--- src/rtlm_pkg.sv ---
`timescale 1ns / 1ps
// ----------------------------------------------------------------------------
// Round-trip latency monitor package
// Shared widths, reset values, codes, controller states and the candidate
// request opcode table.
// ----------------------------------------------------------------------------
package rtlm_pkg;

   localparam int OPERATION_WIDTH   = 2;
   localparam int OPCODE_WIDTH      = 16;
   localparam int LENGTH_WIDTH      = 16;
   localparam int EVENT_TIME_WIDTH  = 64;
   localparam int FREQ_WIDTH        = 32;
   localparam int LIMIT_WIDTH       = 24;
   localparam int RTT_WIDTH         = 25;
   localparam int CSR_INDEX_WIDTH   = 2;
   localparam int CSR_DATA_WIDTH    = 32;

   localparam int TIME_WIDTH_DEFAULT = 64;

   // elapsed ticks are always handled at full counter width
   localparam int TICKS_WIDTH     = 64;
   localparam int MUL_HALF_WIDTH  = TICKS_WIDTH / 2;
   localparam int US_WIDTH        = 20;
   localparam int PROD_HALF_WIDTH = MUL_HALF_WIDTH + US_WIDTH;
   localparam int PRODUCT_WIDTH   = TICKS_WIDTH + US_WIDTH;
   localparam int QUOT_WIDTH      = RTT_WIDTH;
   localparam int DIV_COUNT_WIDTH = $clog2(QUOT_WIDTH);
   localparam int HIGH_WIDTH      = PRODUCT_WIDTH - QUOT_WIDTH;

   localparam logic [US_WIDTH-1:0] US_PER_SECOND = US_WIDTH'(1000000);

   localparam logic [FREQ_WIDTH-1:0]   FREQ_RESET     = FREQ_WIDTH'(10000000);
   localparam logic [LIMIT_WIDTH-1:0]  LIMIT_RESET    = LIMIT_WIDTH'(1500 * 1000);
   localparam logic [OPCODE_WIDTH-1:0] RESP_OP_RESET  = 16'h007f;
   localparam logic [LENGTH_WIDTH-1:0] REQ_LEN_RESET  = LENGTH_WIDTH'(6);
   localparam logic signed [RTT_WIDTH-1:0] RTT_NONE   = '1;

   localparam int NUM_CANDIDATES   = 8;
   localparam int KNOWN_CANDIDATES = 8;
   localparam logic [OPCODE_WIDTH-1:0] CANDIDATE_TABLE [KNOWN_CANDIDATES] = '{
      16'h0363, 16'h0364, 16'h035f, 16'h0360,
      16'h0886, 16'h0887, 16'h0817, 16'h007e
   };

   typedef enum logic [OPERATION_WIDTH-1:0] {
      OP_SEND    = 2'd0,
      OP_RECEIVE = 2'd1,
      OP_MODE    = 2'd2
   } op_type;

   typedef enum logic [CSR_INDEX_WIDTH-1:0] {
      CSR_COUNTER_FREQUENCY = 2'd0,
      CSR_MAX_ROUND_TRIP    = 2'd1,
      CSR_RESPONSE_OPCODE   = 2'd2,
      CSR_REQUEST_LENGTH    = 2'd3
   } csr_index_type;

   typedef enum logic [2:0] {
      S_IDLE,
      S_DECODE,
      S_MUL_LO,
      S_MUL_HI,
      S_SUM,
      S_RANGE,
      S_DIVIDE,
      S_FINISH
   } state_type;

   typedef struct packed {
      logic latch;
      logic decode;
      logic mul_lo;
      logic mul_hi;
      logic sum;
      logic range_check;
      logic div_step;
      logic finish;
   } cmd_type;

   typedef struct packed {
      logic rx_start;
      logic range_ok;
      logic div_done;
   } status_type;

endpackage

--- src/rtlm_if.sv ---
`timescale 1ns / 1ps
// ----------------------------------------------------------------------------
// Round-trip latency monitor channels
// Request and response channels with valid/ready handshake and payload.
// ----------------------------------------------------------------------------
interface rtlm_req_if;
   logic                                  valid;
   logic                                  ready;
   logic [rtlm_pkg::OPERATION_WIDTH-1:0]  operation;
   logic [rtlm_pkg::OPCODE_WIDTH-1:0]     packet_opcode;
   logic [rtlm_pkg::LENGTH_WIDTH-1:0]     packet_length;
   logic [rtlm_pkg::EVENT_TIME_WIDTH-1:0] event_time;
   logic                                  entering_game;

   modport source (
      output valid, operation, packet_opcode, packet_length, event_time, entering_game,
      input  ready
   );
   modport sink (
      input  valid, operation, packet_opcode, packet_length, event_time, entering_game,
      output ready
   );
endinterface

interface rtlm_rsp_if;
   logic                                 valid;
   logic                                 ready;
   logic signed [rtlm_pkg::RTT_WIDTH-1:0] last_rtt_us;
   logic [rtlm_pkg::OPCODE_WIDTH-1:0]    learned_request_opcode;
   logic                                 new_measurement;

   modport source (
      output valid, last_rtt_us, learned_request_opcode, new_measurement,
      input  ready
   );
   modport sink (
      input  valid, last_rtt_us, learned_request_opcode, new_measurement,
      output ready
   );
endinterface

--- src/rtlm_ctrl.sv ---
`timescale 1ns / 1ps
// ----------------------------------------------------------------------------
// Round-trip latency monitor controller
// Sequences decode, multiply, range check and division, and owns the
// request/response handshake.
// ----------------------------------------------------------------------------
module rtlm_ctrl (
   input  logic                 clock,
   input  logic                 reset,
   input  logic                 req_valid,
   output logic                 req_ready,
   output logic                 rsp_valid,
   input  logic                 rsp_ready,
   output rtlm_pkg::cmd_type    cmd,
   input  rtlm_pkg::status_type status
);

   rtlm_pkg::state_type state_ff, state_in;
   logic                rsp_valid_ff, rsp_valid_in;
   logic                req_take;
   logic                load_rsp;

   assign req_ready = (state_ff == rtlm_pkg::S_IDLE) && (!rsp_valid_ff || rsp_ready);
   assign req_take  = req_valid && req_ready;
   assign rsp_valid = rsp_valid_ff;

   always_comb begin
      state_in = state_ff;
      case (state_ff)
         rtlm_pkg::S_IDLE: begin
            if (req_take) state_in = rtlm_pkg::S_DECODE;
         end
         rtlm_pkg::S_DECODE: begin
            state_in = status.rx_start ? rtlm_pkg::S_MUL_LO : rtlm_pkg::S_IDLE;
         end
         rtlm_pkg::S_MUL_LO: state_in = rtlm_pkg::S_MUL_HI;
         rtlm_pkg::S_MUL_HI: state_in = rtlm_pkg::S_SUM;
         rtlm_pkg::S_SUM:    state_in = rtlm_pkg::S_RANGE;
         rtlm_pkg::S_RANGE: begin
            state_in = status.range_ok ? rtlm_pkg::S_DIVIDE : rtlm_pkg::S_FINISH;
         end
         rtlm_pkg::S_DIVIDE: begin
            if (status.div_done) state_in = rtlm_pkg::S_FINISH;
         end
         rtlm_pkg::S_FINISH: state_in = rtlm_pkg::S_IDLE;
         default:            state_in = rtlm_pkg::S_IDLE;
      endcase
   end

   always_comb begin
      cmd      = '0;
      load_rsp = 1'b0;
      case (state_ff)
         rtlm_pkg::S_IDLE:   cmd.latch = req_take;
         rtlm_pkg::S_DECODE: begin
            cmd.decode = 1'b1;
            load_rsp   = !status.rx_start;
         end
         rtlm_pkg::S_MUL_LO: cmd.mul_lo      = 1'b1;
         rtlm_pkg::S_MUL_HI: cmd.mul_hi      = 1'b1;
         rtlm_pkg::S_SUM:    cmd.sum         = 1'b1;
         rtlm_pkg::S_RANGE:  cmd.range_check = 1'b1;
         rtlm_pkg::S_DIVIDE: cmd.div_step    = 1'b1;
         rtlm_pkg::S_FINISH: begin
            cmd.finish = 1'b1;
            load_rsp   = 1'b1;
         end
         default: cmd = '0;
      endcase
   end

   always_comb begin
      if (load_rsp) rsp_valid_in = 1'b1;
      else if (rsp_ready) rsp_valid_in = 1'b0;
      else rsp_valid_in = rsp_valid_ff;
   end

   always_ff @(posedge clock) begin
      if (reset) begin
         state_ff     <= rtlm_pkg::S_IDLE;
         rsp_valid_ff <= 1'b0;
      end else begin
         state_ff     <= state_in;
         rsp_valid_ff <= rsp_valid_in;
      end
   end

   a_divide_exit: assert property (@(posedge clock) disable iff (reset)
      (state_ff == rtlm_pkg::S_DIVIDE && status.div_done) |=> (state_ff == rtlm_pkg::S_FINISH))
      else $error("divider did not hand over to finish");

   a_rsp_source: assert property (@(posedge clock) disable iff (reset)
      $rose(rsp_valid_ff) |->
         ($past(state_ff) == rtlm_pkg::S_DECODE || $past(state_ff) == rtlm_pkg::S_FINISH))
      else $error("response raised outside decode or finish");

   a_one_in_flight: assert property (@(posedge clock) disable iff (reset)
      (state_ff != rtlm_pkg::S_IDLE) |-> !req_ready)
      else $error("request taken while busy");

endmodule

--- src/rtlm_datapath.sv ---
`timescale 1ns / 1ps
// ----------------------------------------------------------------------------
// Round-trip latency monitor datapath
// Configuration registers, timer state, shared 32x20 multiplier and a
// radix-2 restoring divider for the tick-to-microsecond conversion.
// ----------------------------------------------------------------------------
module rtlm_datapath #(
   parameter int TIME_WIDTH = rtlm_pkg::TIME_WIDTH_DEFAULT
) (
   input  logic                                  clock,
   input  logic                                  reset,
   input  logic                                  csr_write_en,
   input  logic [rtlm_pkg::CSR_INDEX_WIDTH-1:0]  csr_index,
   input  logic [rtlm_pkg::CSR_DATA_WIDTH-1:0]   csr_write_data,
   input  logic [rtlm_pkg::OPERATION_WIDTH-1:0]  req_operation,
   input  logic [rtlm_pkg::OPCODE_WIDTH-1:0]     req_packet_opcode,
   input  logic [rtlm_pkg::LENGTH_WIDTH-1:0]     req_packet_length,
   input  logic [rtlm_pkg::EVENT_TIME_WIDTH-1:0] req_event_time,
   input  logic                                  req_entering_game,
   input  rtlm_pkg::cmd_type                     cmd,
   output rtlm_pkg::status_type                  status,
   output logic signed [rtlm_pkg::RTT_WIDTH-1:0] rsp_last_rtt_us,
   output logic [rtlm_pkg::OPCODE_WIDTH-1:0]     rsp_learned_request_opcode,
   output logic                                  rsp_new_measurement
);

   localparam int OW  = rtlm_pkg::OPCODE_WIDTH;
   localparam int RW  = rtlm_pkg::RTT_WIDTH;
   localparam int FW  = rtlm_pkg::FREQ_WIDTH;
   localparam int TKW = rtlm_pkg::TICKS_WIDTH;
   localparam int MHW = rtlm_pkg::MUL_HALF_WIDTH;
   localparam int PHW = rtlm_pkg::PROD_HALF_WIDTH;
   localparam int PW  = rtlm_pkg::PRODUCT_WIDTH;
   localparam int QW  = rtlm_pkg::QUOT_WIDTH;
   localparam int HW  = rtlm_pkg::HIGH_WIDTH;
   localparam int CW  = rtlm_pkg::DIV_COUNT_WIDTH;

   // configuration
   logic [FW-1:0]                        freq_ff;
   logic [rtlm_pkg::LIMIT_WIDTH-1:0]     limit_ff;
   logic [OW-1:0]                        resp_op_ff;
   logic [rtlm_pkg::LENGTH_WIDTH-1:0]    req_len_ff;

   // latched request
   rtlm_pkg::op_type                     op_ff;
   logic [OW-1:0]                        opcode_ff;
   logic [rtlm_pkg::LENGTH_WIDTH-1:0]    length_ff;
   logic [TIME_WIDTH-1:0]                time_ff;
   logic                                 game_ff;

   // timer state
   logic                 armed_ff, armed_in;
   logic [TIME_WIDTH-1:0] send_time_ff, send_time_in;
   logic [OW-1:0]        pending_ff, pending_in;
   logic [OW-1:0]        learned_ff, learned_in;
   logic signed [RW-1:0] last_rtt_ff, last_rtt_in;
   logic                 fresh_in;

   // conversion
   logic [TKW-1:0] ticks_ff, ticks_in;
   logic [MHW-1:0] mul_word;
   logic [PHW-1:0] mul_result;
   logic [PHW-1:0] prod_lo_ff;
   logic [PHW-1:0] prod_hi_ff;
   logic [PW-1:0]  product_ff;
   logic [HW-1:0]  high_part;
   logic [QW-1:0]  low_part;
   logic [FW-1:0]  freq_eff;
   logic [FW-1:0]  rem_ff, rem_in;
   logic [FW:0]    partial;
   logic           partial_ge;
   logic [QW-1:0]  quot_ff;
   logic [CW-1:0]  count_ff;
   logic           reject_ff;
   logic           result_ok;

   logic           cand_hit;
   logic           send_ok;
   logic           load_rsp;

   always_ff @(posedge clock) begin
      if (reset) begin
         freq_ff    <= rtlm_pkg::FREQ_RESET;
         limit_ff   <= rtlm_pkg::LIMIT_RESET;
         resp_op_ff <= rtlm_pkg::RESP_OP_RESET;
         req_len_ff <= rtlm_pkg::REQ_LEN_RESET;
      end else if (csr_write_en) begin
         case (rtlm_pkg::csr_index_type'(csr_index))
            rtlm_pkg::CSR_COUNTER_FREQUENCY: freq_ff    <= csr_write_data;
            rtlm_pkg::CSR_MAX_ROUND_TRIP:    limit_ff   <= csr_write_data[rtlm_pkg::LIMIT_WIDTH-1:0];
            rtlm_pkg::CSR_RESPONSE_OPCODE:   resp_op_ff <= csr_write_data[OW-1:0];
            rtlm_pkg::CSR_REQUEST_LENGTH:    req_len_ff <= csr_write_data[rtlm_pkg::LENGTH_WIDTH-1:0];
            default: ;
         endcase
      end
   end

   always_ff @(posedge clock) begin
      if (cmd.latch) begin
         op_ff     <= rtlm_pkg::op_type'(req_operation);
         opcode_ff <= req_packet_opcode;
         length_ff <= req_packet_length;
         time_ff   <= req_event_time[TIME_WIDTH-1:0];
         game_ff   <= req_entering_game;
      end
   end

   assign freq_eff = (freq_ff == '0) ? FW'(1) : freq_ff;

   always_comb begin
      cand_hit = 1'b0;
      for (int i = 0; i < rtlm_pkg::KNOWN_CANDIDATES; i++) begin
         if (i < rtlm_pkg::NUM_CANDIDATES && rtlm_pkg::CANDIDATE_TABLE[i] == opcode_ff)
            cand_hit = 1'b1;
      end
   end

   assign send_ok = (length_ff == req_len_ff)
                    && ((learned_ff != '0) ? (opcode_ff == learned_ff) : cand_hit);

   assign status.rx_start = (op_ff == rtlm_pkg::OP_RECEIVE) && (opcode_ff == resp_op_ff)
                            && armed_ff;

   assign ticks_in = (time_ff > send_time_ff) ? TKW'(time_ff - send_time_ff) : '0;

   // shared multiplier: low half of the ticks, then the high half
   assign mul_word   = cmd.mul_hi ? ticks_ff[TKW-1:MHW] : ticks_ff[MHW-1:0];
   assign mul_result = PHW'(mul_word) * PHW'(rtlm_pkg::US_PER_SECOND);

   assign high_part       = product_ff[PW-1:QW];
   assign low_part        = product_ff[QW-1:0];
   assign status.range_ok = high_part < HW'(freq_eff);

   assign partial    = {rem_ff, low_part[count_ff]};
   assign partial_ge = partial >= {1'b0, freq_eff};
   always_comb begin
      if (partial_ge) rem_in = FW'(partial - {1'b0, freq_eff});
      else rem_in = partial[FW-1:0];
   end

   assign status.div_done = (count_ff == '0);
   assign result_ok       = !reject_ff && (quot_ff <= QW'(limit_ff));

   always_ff @(posedge clock) begin
      if (cmd.decode) ticks_ff <= ticks_in;
      if (cmd.mul_lo) prod_lo_ff <= mul_result;
      if (cmd.mul_hi) prod_hi_ff <= mul_result;
      if (cmd.sum) product_ff <= {prod_hi_ff, {MHW{1'b0}}} + PW'(prod_lo_ff);
      if (cmd.range_check) begin
         reject_ff <= !status.range_ok;
         rem_ff    <= high_part[FW-1:0];
         count_ff  <= CW'(QW - 1);
      end else if (cmd.div_step) begin
         rem_ff   <= rem_in;
         quot_ff  <= {quot_ff[QW-2:0], partial_ge};
         count_ff <= count_ff - CW'(1);
      end
   end

   always_comb begin
      armed_in     = armed_ff;
      send_time_in = send_time_ff;
      pending_in   = pending_ff;
      learned_in   = learned_ff;
      last_rtt_in  = last_rtt_ff;
      fresh_in     = 1'b0;
      if (cmd.decode) begin
         case (op_ff)
            rtlm_pkg::OP_SEND: begin
               if (send_ok) begin
                  pending_in   = opcode_ff;
                  send_time_in = time_ff;
                  armed_in     = 1'b1;
               end
            end
            rtlm_pkg::OP_RECEIVE: begin
               if (status.rx_start) armed_in = 1'b0;
            end
            rtlm_pkg::OP_MODE: begin
               if (!game_ff) begin
                  armed_in     = 1'b0;
                  send_time_in = '0;
                  last_rtt_in  = rtlm_pkg::RTT_NONE;
               end
            end
            default: ;
         endcase
      end
      if (cmd.finish && result_ok) begin
         if (learned_ff == '0 && pending_ff != '0) learned_in = pending_ff;
         last_rtt_in = signed'(quot_ff);
         fresh_in    = 1'b1;
      end
   end

   assign load_rsp = (cmd.decode && !status.rx_start) || cmd.finish;

   always_ff @(posedge clock) begin
      if (reset) begin
         armed_ff     <= 1'b0;
         send_time_ff <= '0;
         pending_ff   <= '0;
         learned_ff   <= '0;
         last_rtt_ff  <= rtlm_pkg::RTT_NONE;
      end else begin
         armed_ff     <= armed_in;
         send_time_ff <= send_time_in;
         pending_ff   <= pending_in;
         learned_ff   <= learned_in;
         last_rtt_ff  <= last_rtt_in;
      end
   end

   always_ff @(posedge clock) begin
      if (load_rsp) begin
         rsp_last_rtt_us            <= last_rtt_in;
         rsp_learned_request_opcode <= learned_in;
         rsp_new_measurement        <= fresh_in;
      end
   end

   a_rtt_range: assert property (@(posedge clock) disable iff (reset)
      !last_rtt_ff[RW-1] || (last_rtt_ff == rtlm_pkg::RTT_NONE))
      else $error("last round trip holds a negative value other than none");

   a_learned_sticky: assert property (@(posedge clock) disable iff (reset)
      (learned_ff != '0) |=> (learned_ff == $past(learned_ff)))
      else $error("learned opcode changed after lock-in");

   a_disarmed_in_convert: assert property (@(posedge clock) disable iff (reset)
      cmd.mul_lo |-> !armed_ff)
      else $error("timer still armed during conversion");

endmodule

--- src/round_trip_latency_monitor.sv ---
`timescale 1ns / 1ps
// ----------------------------------------------------------------------------
// Round-trip latency monitor
// Times request/reply packet pairs and reports the last round trip in
// microseconds together with the learned request opcode.
// ----------------------------------------------------------------------------
// One request at a time. A send, a mode change, an unused operation or a
// receive that does not stop the timer loads its response in the decode
// state. A receive that stops the timer runs through decode, two multiplier
// passes, product sum, range check, 25 divider steps and finish, or goes
// straight from range check to finish when the range check rules it out.
// A new request is taken once the block is idle and the response register
// is empty or being read in that cycle.
module round_trip_latency_monitor #(
   parameter int TIME_WIDTH = rtlm_pkg::TIME_WIDTH_DEFAULT
) (
   input  logic                                 clock,
   input  logic                                 reset,
   rtlm_req_if.sink                             req_bus,
   rtlm_rsp_if.source                           rsp_bus,
   input  logic                                 csr_write_en,
   input  logic [rtlm_pkg::CSR_INDEX_WIDTH-1:0] csr_index,
   input  logic [rtlm_pkg::CSR_DATA_WIDTH-1:0]  csr_write_data
);

   rtlm_pkg::cmd_type    cmd;
   rtlm_pkg::status_type status;

   rtlm_ctrl u_ctrl (
      .clock     (clock),
      .reset     (reset),
      .req_valid (req_bus.valid),
      .req_ready (req_bus.ready),
      .rsp_valid (rsp_bus.valid),
      .rsp_ready (rsp_bus.ready),
      .cmd       (cmd),
      .status    (status)
   );

   rtlm_datapath #(
      .TIME_WIDTH (TIME_WIDTH)
   ) u_datapath (
      .clock                      (clock),
      .reset                      (reset),
      .csr_write_en               (csr_write_en),
      .csr_index                  (csr_index),
      .csr_write_data             (csr_write_data),
      .req_operation              (req_bus.operation),
      .req_packet_opcode          (req_bus.packet_opcode),
      .req_packet_length          (req_bus.packet_length),
      .req_event_time             (req_bus.event_time),
      .req_entering_game          (req_bus.entering_game),
      .cmd                        (cmd),
      .status                     (status),
      .rsp_last_rtt_us            (rsp_bus.last_rtt_us),
      .rsp_learned_request_opcode (rsp_bus.learned_request_opcode),
      .rsp_new_measurement        (rsp_bus.new_measurement)
   );

endmodule

--- src/flat_wrapper.sv ---
// flat-port wrapper written by rule: the top's interface ports become plain ports
module round_trip_latency_monitor_flat 
#(
   parameter int TIME_WIDTH = rtlm_pkg::TIME_WIDTH_DEFAULT
)
  (clock, reset, csr_write_en, csr_index, csr_write_data, req_bus_valid, req_bus_operation, req_bus_packet_opcode, req_bus_packet_length, req_bus_event_time, req_bus_entering_game, req_bus_ready, rsp_bus_valid, rsp_bus_last_rtt_us, rsp_bus_learned_request_opcode, rsp_bus_new_measurement, rsp_bus_ready);
  rtlm_req_if req_bus_i ();
  rtlm_rsp_if rsp_bus_i ();
  input  logic clock;
  input  logic reset;
  input  logic csr_write_en;
  input  logic [rtlm_pkg::CSR_INDEX_WIDTH-1:0] csr_index;
  input  logic [rtlm_pkg::CSR_DATA_WIDTH-1:0] csr_write_data;
  input wire logic [$bits(req_bus_i.valid)-1:0] req_bus_valid;
  input wire logic [$bits(req_bus_i.operation)-1:0] req_bus_operation;
  input wire logic [$bits(req_bus_i.packet_opcode)-1:0] req_bus_packet_opcode;
  input wire logic [$bits(req_bus_i.packet_length)-1:0] req_bus_packet_length;
  input wire logic [$bits(req_bus_i.event_time)-1:0] req_bus_event_time;
  input wire logic [$bits(req_bus_i.entering_game)-1:0] req_bus_entering_game;
  output wire logic [$bits(req_bus_i.ready)-1:0] req_bus_ready;
  output wire logic [$bits(rsp_bus_i.valid)-1:0] rsp_bus_valid;
  output wire logic [$bits(rsp_bus_i.last_rtt_us)-1:0] rsp_bus_last_rtt_us;
  output wire logic [$bits(rsp_bus_i.learned_request_opcode)-1:0] rsp_bus_learned_request_opcode;
  output wire logic [$bits(rsp_bus_i.new_measurement)-1:0] rsp_bus_new_measurement;
  input wire logic [$bits(rsp_bus_i.ready)-1:0] rsp_bus_ready;
  assign req_bus_i.valid = req_bus_valid;
  assign req_bus_i.operation = req_bus_operation;
  assign req_bus_i.packet_opcode = req_bus_packet_opcode;
  assign req_bus_i.packet_length = req_bus_packet_length;
  assign req_bus_i.event_time = req_bus_event_time;
  assign req_bus_i.entering_game = req_bus_entering_game;
  assign req_bus_ready = req_bus_i.ready;
  assign rsp_bus_valid = rsp_bus_i.valid;
  assign rsp_bus_last_rtt_us = rsp_bus_i.last_rtt_us;
  assign rsp_bus_learned_request_opcode = rsp_bus_i.learned_request_opcode;
  assign rsp_bus_new_measurement = rsp_bus_i.new_measurement;
  assign rsp_bus_i.ready = rsp_bus_ready;
  round_trip_latency_monitor #(.TIME_WIDTH(TIME_WIDTH)) u_core (.clock(clock), .reset(reset), .req_bus(req_bus_i), .rsp_bus(rsp_bus_i), .csr_write_en(csr_write_en), .csr_index(csr_index), .csr_write_data(csr_write_data));
endmodule
--- config.mk ---
export PLATFORM = sky130hd
export DESIGN_NAME = round_trip_latency_monitor_flat
export DESIGN_NICKNAME = d
export VERILOG_FILES = /design/src/rtlm_pkg.sv /design/src/rtlm_if.sv /design/src/rtlm_ctrl.sv /design/src/rtlm_datapath.sv /design/src/round_trip_latency_monitor.sv /design/src/flat_wrapper.sv
export SDC_FILE = /design/constraint.sdc
export NUM_CORES = 2
export LEC_CHECK = 0
export ABC_AREA = 1
export BUFFER_PORTS_ARGS = -buffer_cell sky130_fd_sc_hd__buf_2
export CAP_MARGIN = 20
export CORE_AREA = 5 5 292 294
export CTS_CLUSTER_SIZE = 14
export DETAILED_ROUTE_END_ITERATION = 12
export DIE_AREA = 0 0 297 299
export GPL_ROUTABILITY_DRIVEN = 1
export GPL_TIMING_DRIVEN = 0
export PLACE_DENSITY = 0.73
export SLEW_MARGIN = 20
export SYNTH_ARGS = -nofsm -noshare
export SYNTH_HDL_FRONTEND = slang
export SYNTH_SLANG_ARGS = --single-unit
--- constraint.sdc ---
create_clock -name clock -period 15.07 [get_ports clock]
set_input_delay 1.507 -clock clock [delete_from_list [all_inputs] [get_ports clock]]
set_output_delay 1.507 -clock clock [all_outputs]
set_load 0.02 [all_outputs]
==> metrics.md <==
| Metric | Value |
|---|---|
| Sequential area share after synthesis | between 40% and 50% |
| Total number of vias | roughly 33000 |
| Final Max Tran Viols | 0 |
| Fin util | a little under three fifths |
| Crit. Startpoint | u_core.u_ctrl.state_ff[0] |
| Slowest stage cell on the critical path | clkbuf_4 |
| Final nets | around 5600 |
| Max IR drop VDD | between 0.4 and 0.5 mV |
| Layout cells sized above 1 | under 10% |
| Std-Cell Core Area | 82630 um^2 |
| Wirelength per Cell | ~18 um |
| HPWL Detailed | just under 90000 um |
| FFs w/ async S/R, synth | 0% |
| Ranking of synthesized cells by area | edfxtp_1, dfxtp_1, ha_1, nand2_1, inv_1 |
| Final setup fails | 0 |
| Slew HR | between 20 and 25% |
| Post-CTS Setup Repair Bufs | 0 |
| Vias per cell | about 5.4 |
| Num CTS Buffers | 70 |
| Area Growth Syn to Fin | 12.27% |
| Number of global-route vias before repair | approximately 32000 |
| Fmax | approximately 0.14 GHz |
| Yosys warnings | 0 |
| Clk buf depth | 3 |
| Routability cong. | 0.9601 |
| Post-layout min period | between 7 and 8 ns |
| CP max FO | 55 |
| Starting Density | around half |
| Synthesized flop and latch total | around 650 |
| DR iter-0 viols | between 2000 and 3000 |
| Setup slack, reg-to-reg | 7.82 ns |
| Cts hold-fix bufs | 0 |
| Final worst path period share | a little under 50% |
| Syn avg cell area | 8.610 um^2 |
| Pwr dens | around 240 nW/um^2 |
| Antenna violations before repair | 2 |
| Setup crit end kind | flop |
| CTS H-tree lvls | 3 |
| PostCTS Resize Cnt | 0 |
| HP Start | u_core.u_datapath.prod_lo_ff[27] |
| Drt total wl | 110300 um |
| Fin Hold WS | 0.4056 ns |
| Setup ws final | between 7 and 8 ns |
| CP startpoint kind | flop |
| Total GRT Usage | 24.16% |
| Syn Nets | 5324 |
| Post-Syn Area | approximately 41000 um^2 |
| R2R depth | 22 |
| Die Wd | around 300 um |
| # clock sinks | between 600 and 700 |
| Least-Margin Pin Slew | between 1 and 1.5 ns |
| Global-route wire length before repair | 171700 um |
| # rows | approximately 110 |
| Post-Syn Instances | around 4800 |
| # IOs | 182 |
| Yosys top cell by area | edfxtp_1 |
| Port buffer count | 181 |
| Synth top area share | between 30% and 40% |
| CTS tree | done |
| Reg-to-Reg Start | u_core.u_ctrl.state_ff[0] |
| CP cell instances | nand2_1, nor2_4, clkbuf_1, clkbuf_4, o21ai_0, inv_1, fa_1, fa_1, inv_1, fa_1, fa_1, inv_1, ha_1, ha_1, ha_1, nand2_1, nor2_1, inv_1, nor4_1, nand3_1, nand3_1, xor2_1 |
| R2R Path End | u_core.u_datapath.prod_lo_ff[51] |
| Hold Vio Cnt, Final | 0 |
| Setup Total Neg Slack | 0 ns |
| Critical path class | flop to flop |
| Largest net degree at the start of global routing | between 60 and 70 |
| Leakage | between 15 and 20 nW |
| Clk_lat worst skew | roughly 0.65 ns |
| Vert. Die Dim | between 200 and 300 um |
| Synth cell types | 58 |
| DRC Markers | 0 |
| ANT nets after route | 0 |
| Final Skew | roughly 0.053 ns |
| Die area | 88800 um^2 |
| HP Class | flop to flop |
| Global route overflow | 0 |
| # Max-Cap Violations | 0 |
| Root cell of the clock tree | clkbuf_16 |
| Pre-Repair DR Iteration Count | 6 |
| Max incr delay on CP | approximately 0.71 ns |
| Clock transition at path regs | about 0.060 ns |
| Worst endpoint data arrival time | about 7.7 ns |
| Dpl ws | 7.717 ns |
| RSZ-0062 raised after global routing | false |
| Worst path required time | 15.52 ns |
| Outcome | finished clean |
| Main flop type after synthesis | edfxtp_1 |
| EDFF count, synth | around 430 |
| CP endpoint | u_core.u_datapath.prod_lo_ff[51] |
per-stage QoR:
stage / cell area, um^2 / cells / total power [mW]
after floorplan: 40900 / 4750 / 7.310
after global placement: 43160 / 6011 / 9.178
after detailed placement: 43440 / 6029 / 9.267
after CTS: 45900 / 6158 / 11.09
after global routing: 45920 / 6161 / 11.99
final: 45920 / 6161 / 11.06
synthesized netlist by cell type, types with 4 or more instances:
library cell	instances
o221ai_1	4
nand3_1	240
o211ai_1	37
a211oi_1	6
o21ai_2	7
o21ai_1	33
inv_1	635
a21o_1	18
ha_1	318
nor4_1	33
a31oi_1	19
nand4_1	33
a21oi_2	32
clkinv_1	4
dfxtp_1	219
xor2_1	101
nor2_1	493
nor3_1	52
nand3b_1	4
buf_2	25
o21bai_1	28
nor2_2	4
nand2_1	932
a21oi_1	305
a21boi_0	13
o21a_1	9
clkbuf_1	83
xnor2_1	67
inv_2	13
o21ai_0	306
o22ai_1	10
nor2_4	11
edfxtp_1	433
or2_2	58
nand2_4	4
o31ai_1	6
and3_1	5
fa_1	118
sequential cells by signal (all words and copies together), names as in the netlist, 25 cells and up:
register / flops
u_core.u_datapath.rsp_last_rtt_us: 25
u_core.u_datapath.quot_ff: 25
u_core.u_datapath.prod_hi_ff: 46
u_core.u_datapath.last_rtt_ff: 25
u_core.u_datapath.product_ff: 78
u_core.u_datapath.time_ff: 64
u_core.u_datapath.send_time_ff: 64
u_core.u_datapath.rem_ff: 32
u_core.u_datapath.freq_ff: 32
u_core.u_datapath.ticks_ff: 64
u_core.u_datapath.prod_lo_ff: 46
worst min path at each step:
stage,end,slack [ns],cells past startpoint
after global routing,u_core.u_datapath.product_ff[27],0.41,0
after global placement,u_core.u_datapath.product_ff[24],0.40,0
final,u_core.u_datapath.product_ff[27],0.41,0
after CTS,u_core.u_datapath.product_ff[27],0.41,0
after detailed placement,u_core.u_datapath.product_ff[12],0.40,0
after floorplan,u_core.u_datapath.product_ff[10],0.40,0
cell type report:
class                           instances  area (um^2)
Antenna cell                            2        5.005
Sequential cell                       652        17390
Buffer                                114        518.0
Clock buffer                           92         1946
Inverter                              652         2450
Tap cell                             1080         1351
Clock inverter                         37        518.0
Multi-Input combinational cell       3332        20600
Fill cell                            7477        36710
Timing Repair Buffer                  200         1139
layout by cell type (no fill, tap or decap), drive strengths merged, types with 19 or more instances in the layout:
cell type,instances
a21o,19
a21oi,337
a31oi,19
buf,230
clkbuf,176
clkinv,27
dfxtp,219
edfxtp,433
fa,118
ha,318
inv,653
nand2,939
nand3,240
nand4,34
nor2,508
nor3,53
nor4,35
o211ai,38
o21ai,346
o21bai,28
or2,63
xnor2,67
xor2,101
logic make-up (layout without fill, tap and decap cells):
| group | Yosys count | count (layout) | share of synthesized area [%] |
|---|---|---|---|
| AOI/OAI and AO/OA | 843 | 843 | 11.63 |
| xor gates and xnor gates | 168 | 168 | 3.598 |
| adders and majority gates | 436 | 436 | 15.50 |
| buffers and inverters | 766 | 1095 | 7.238 |
| DFF | 652 | 652 | 42.51 |
| other | 0 | 2 | 0 |
| and+or+nand+nor | 1885 | 1885 | 19.52 |
metal layers:
| layer | vias up | wire (um) | GRT usage, % |
|---|---|---|---|
| met1 | 15430 | 44710 | 30.20 |
| met4 | 0 | 5210 | 10.07 |
| met5 | - | 0 | 0 |
| li1 | 16360 | - | - |
| met3 | 252 | 6545 | 3.211 |
| met2 | 1160 | 53800 | 42.37 |
report_power, final:
group	switching, mW	internal [mW]
logic	4.43	2.21
clock network	0.740	1.05
registers	0.0379	2.58
worst max-delay path: cells and delay by family (launching register included):
| family | cells | cell delay [ns] |
|---|---|---|
| adders and majority gates | 7 | 3.05 |
| buffers and inverters | 6 | 1.63 |
| and+or+nand+nor | 7 | 1.34 |
| DFF | 1 | 0.46 |
| AOI/OAI and AO/OA | 1 | 0.35 |
| xor gates and xnor gates | 1 | 0.22 |
Note: power is estimated with default switching activity, not from simulation.
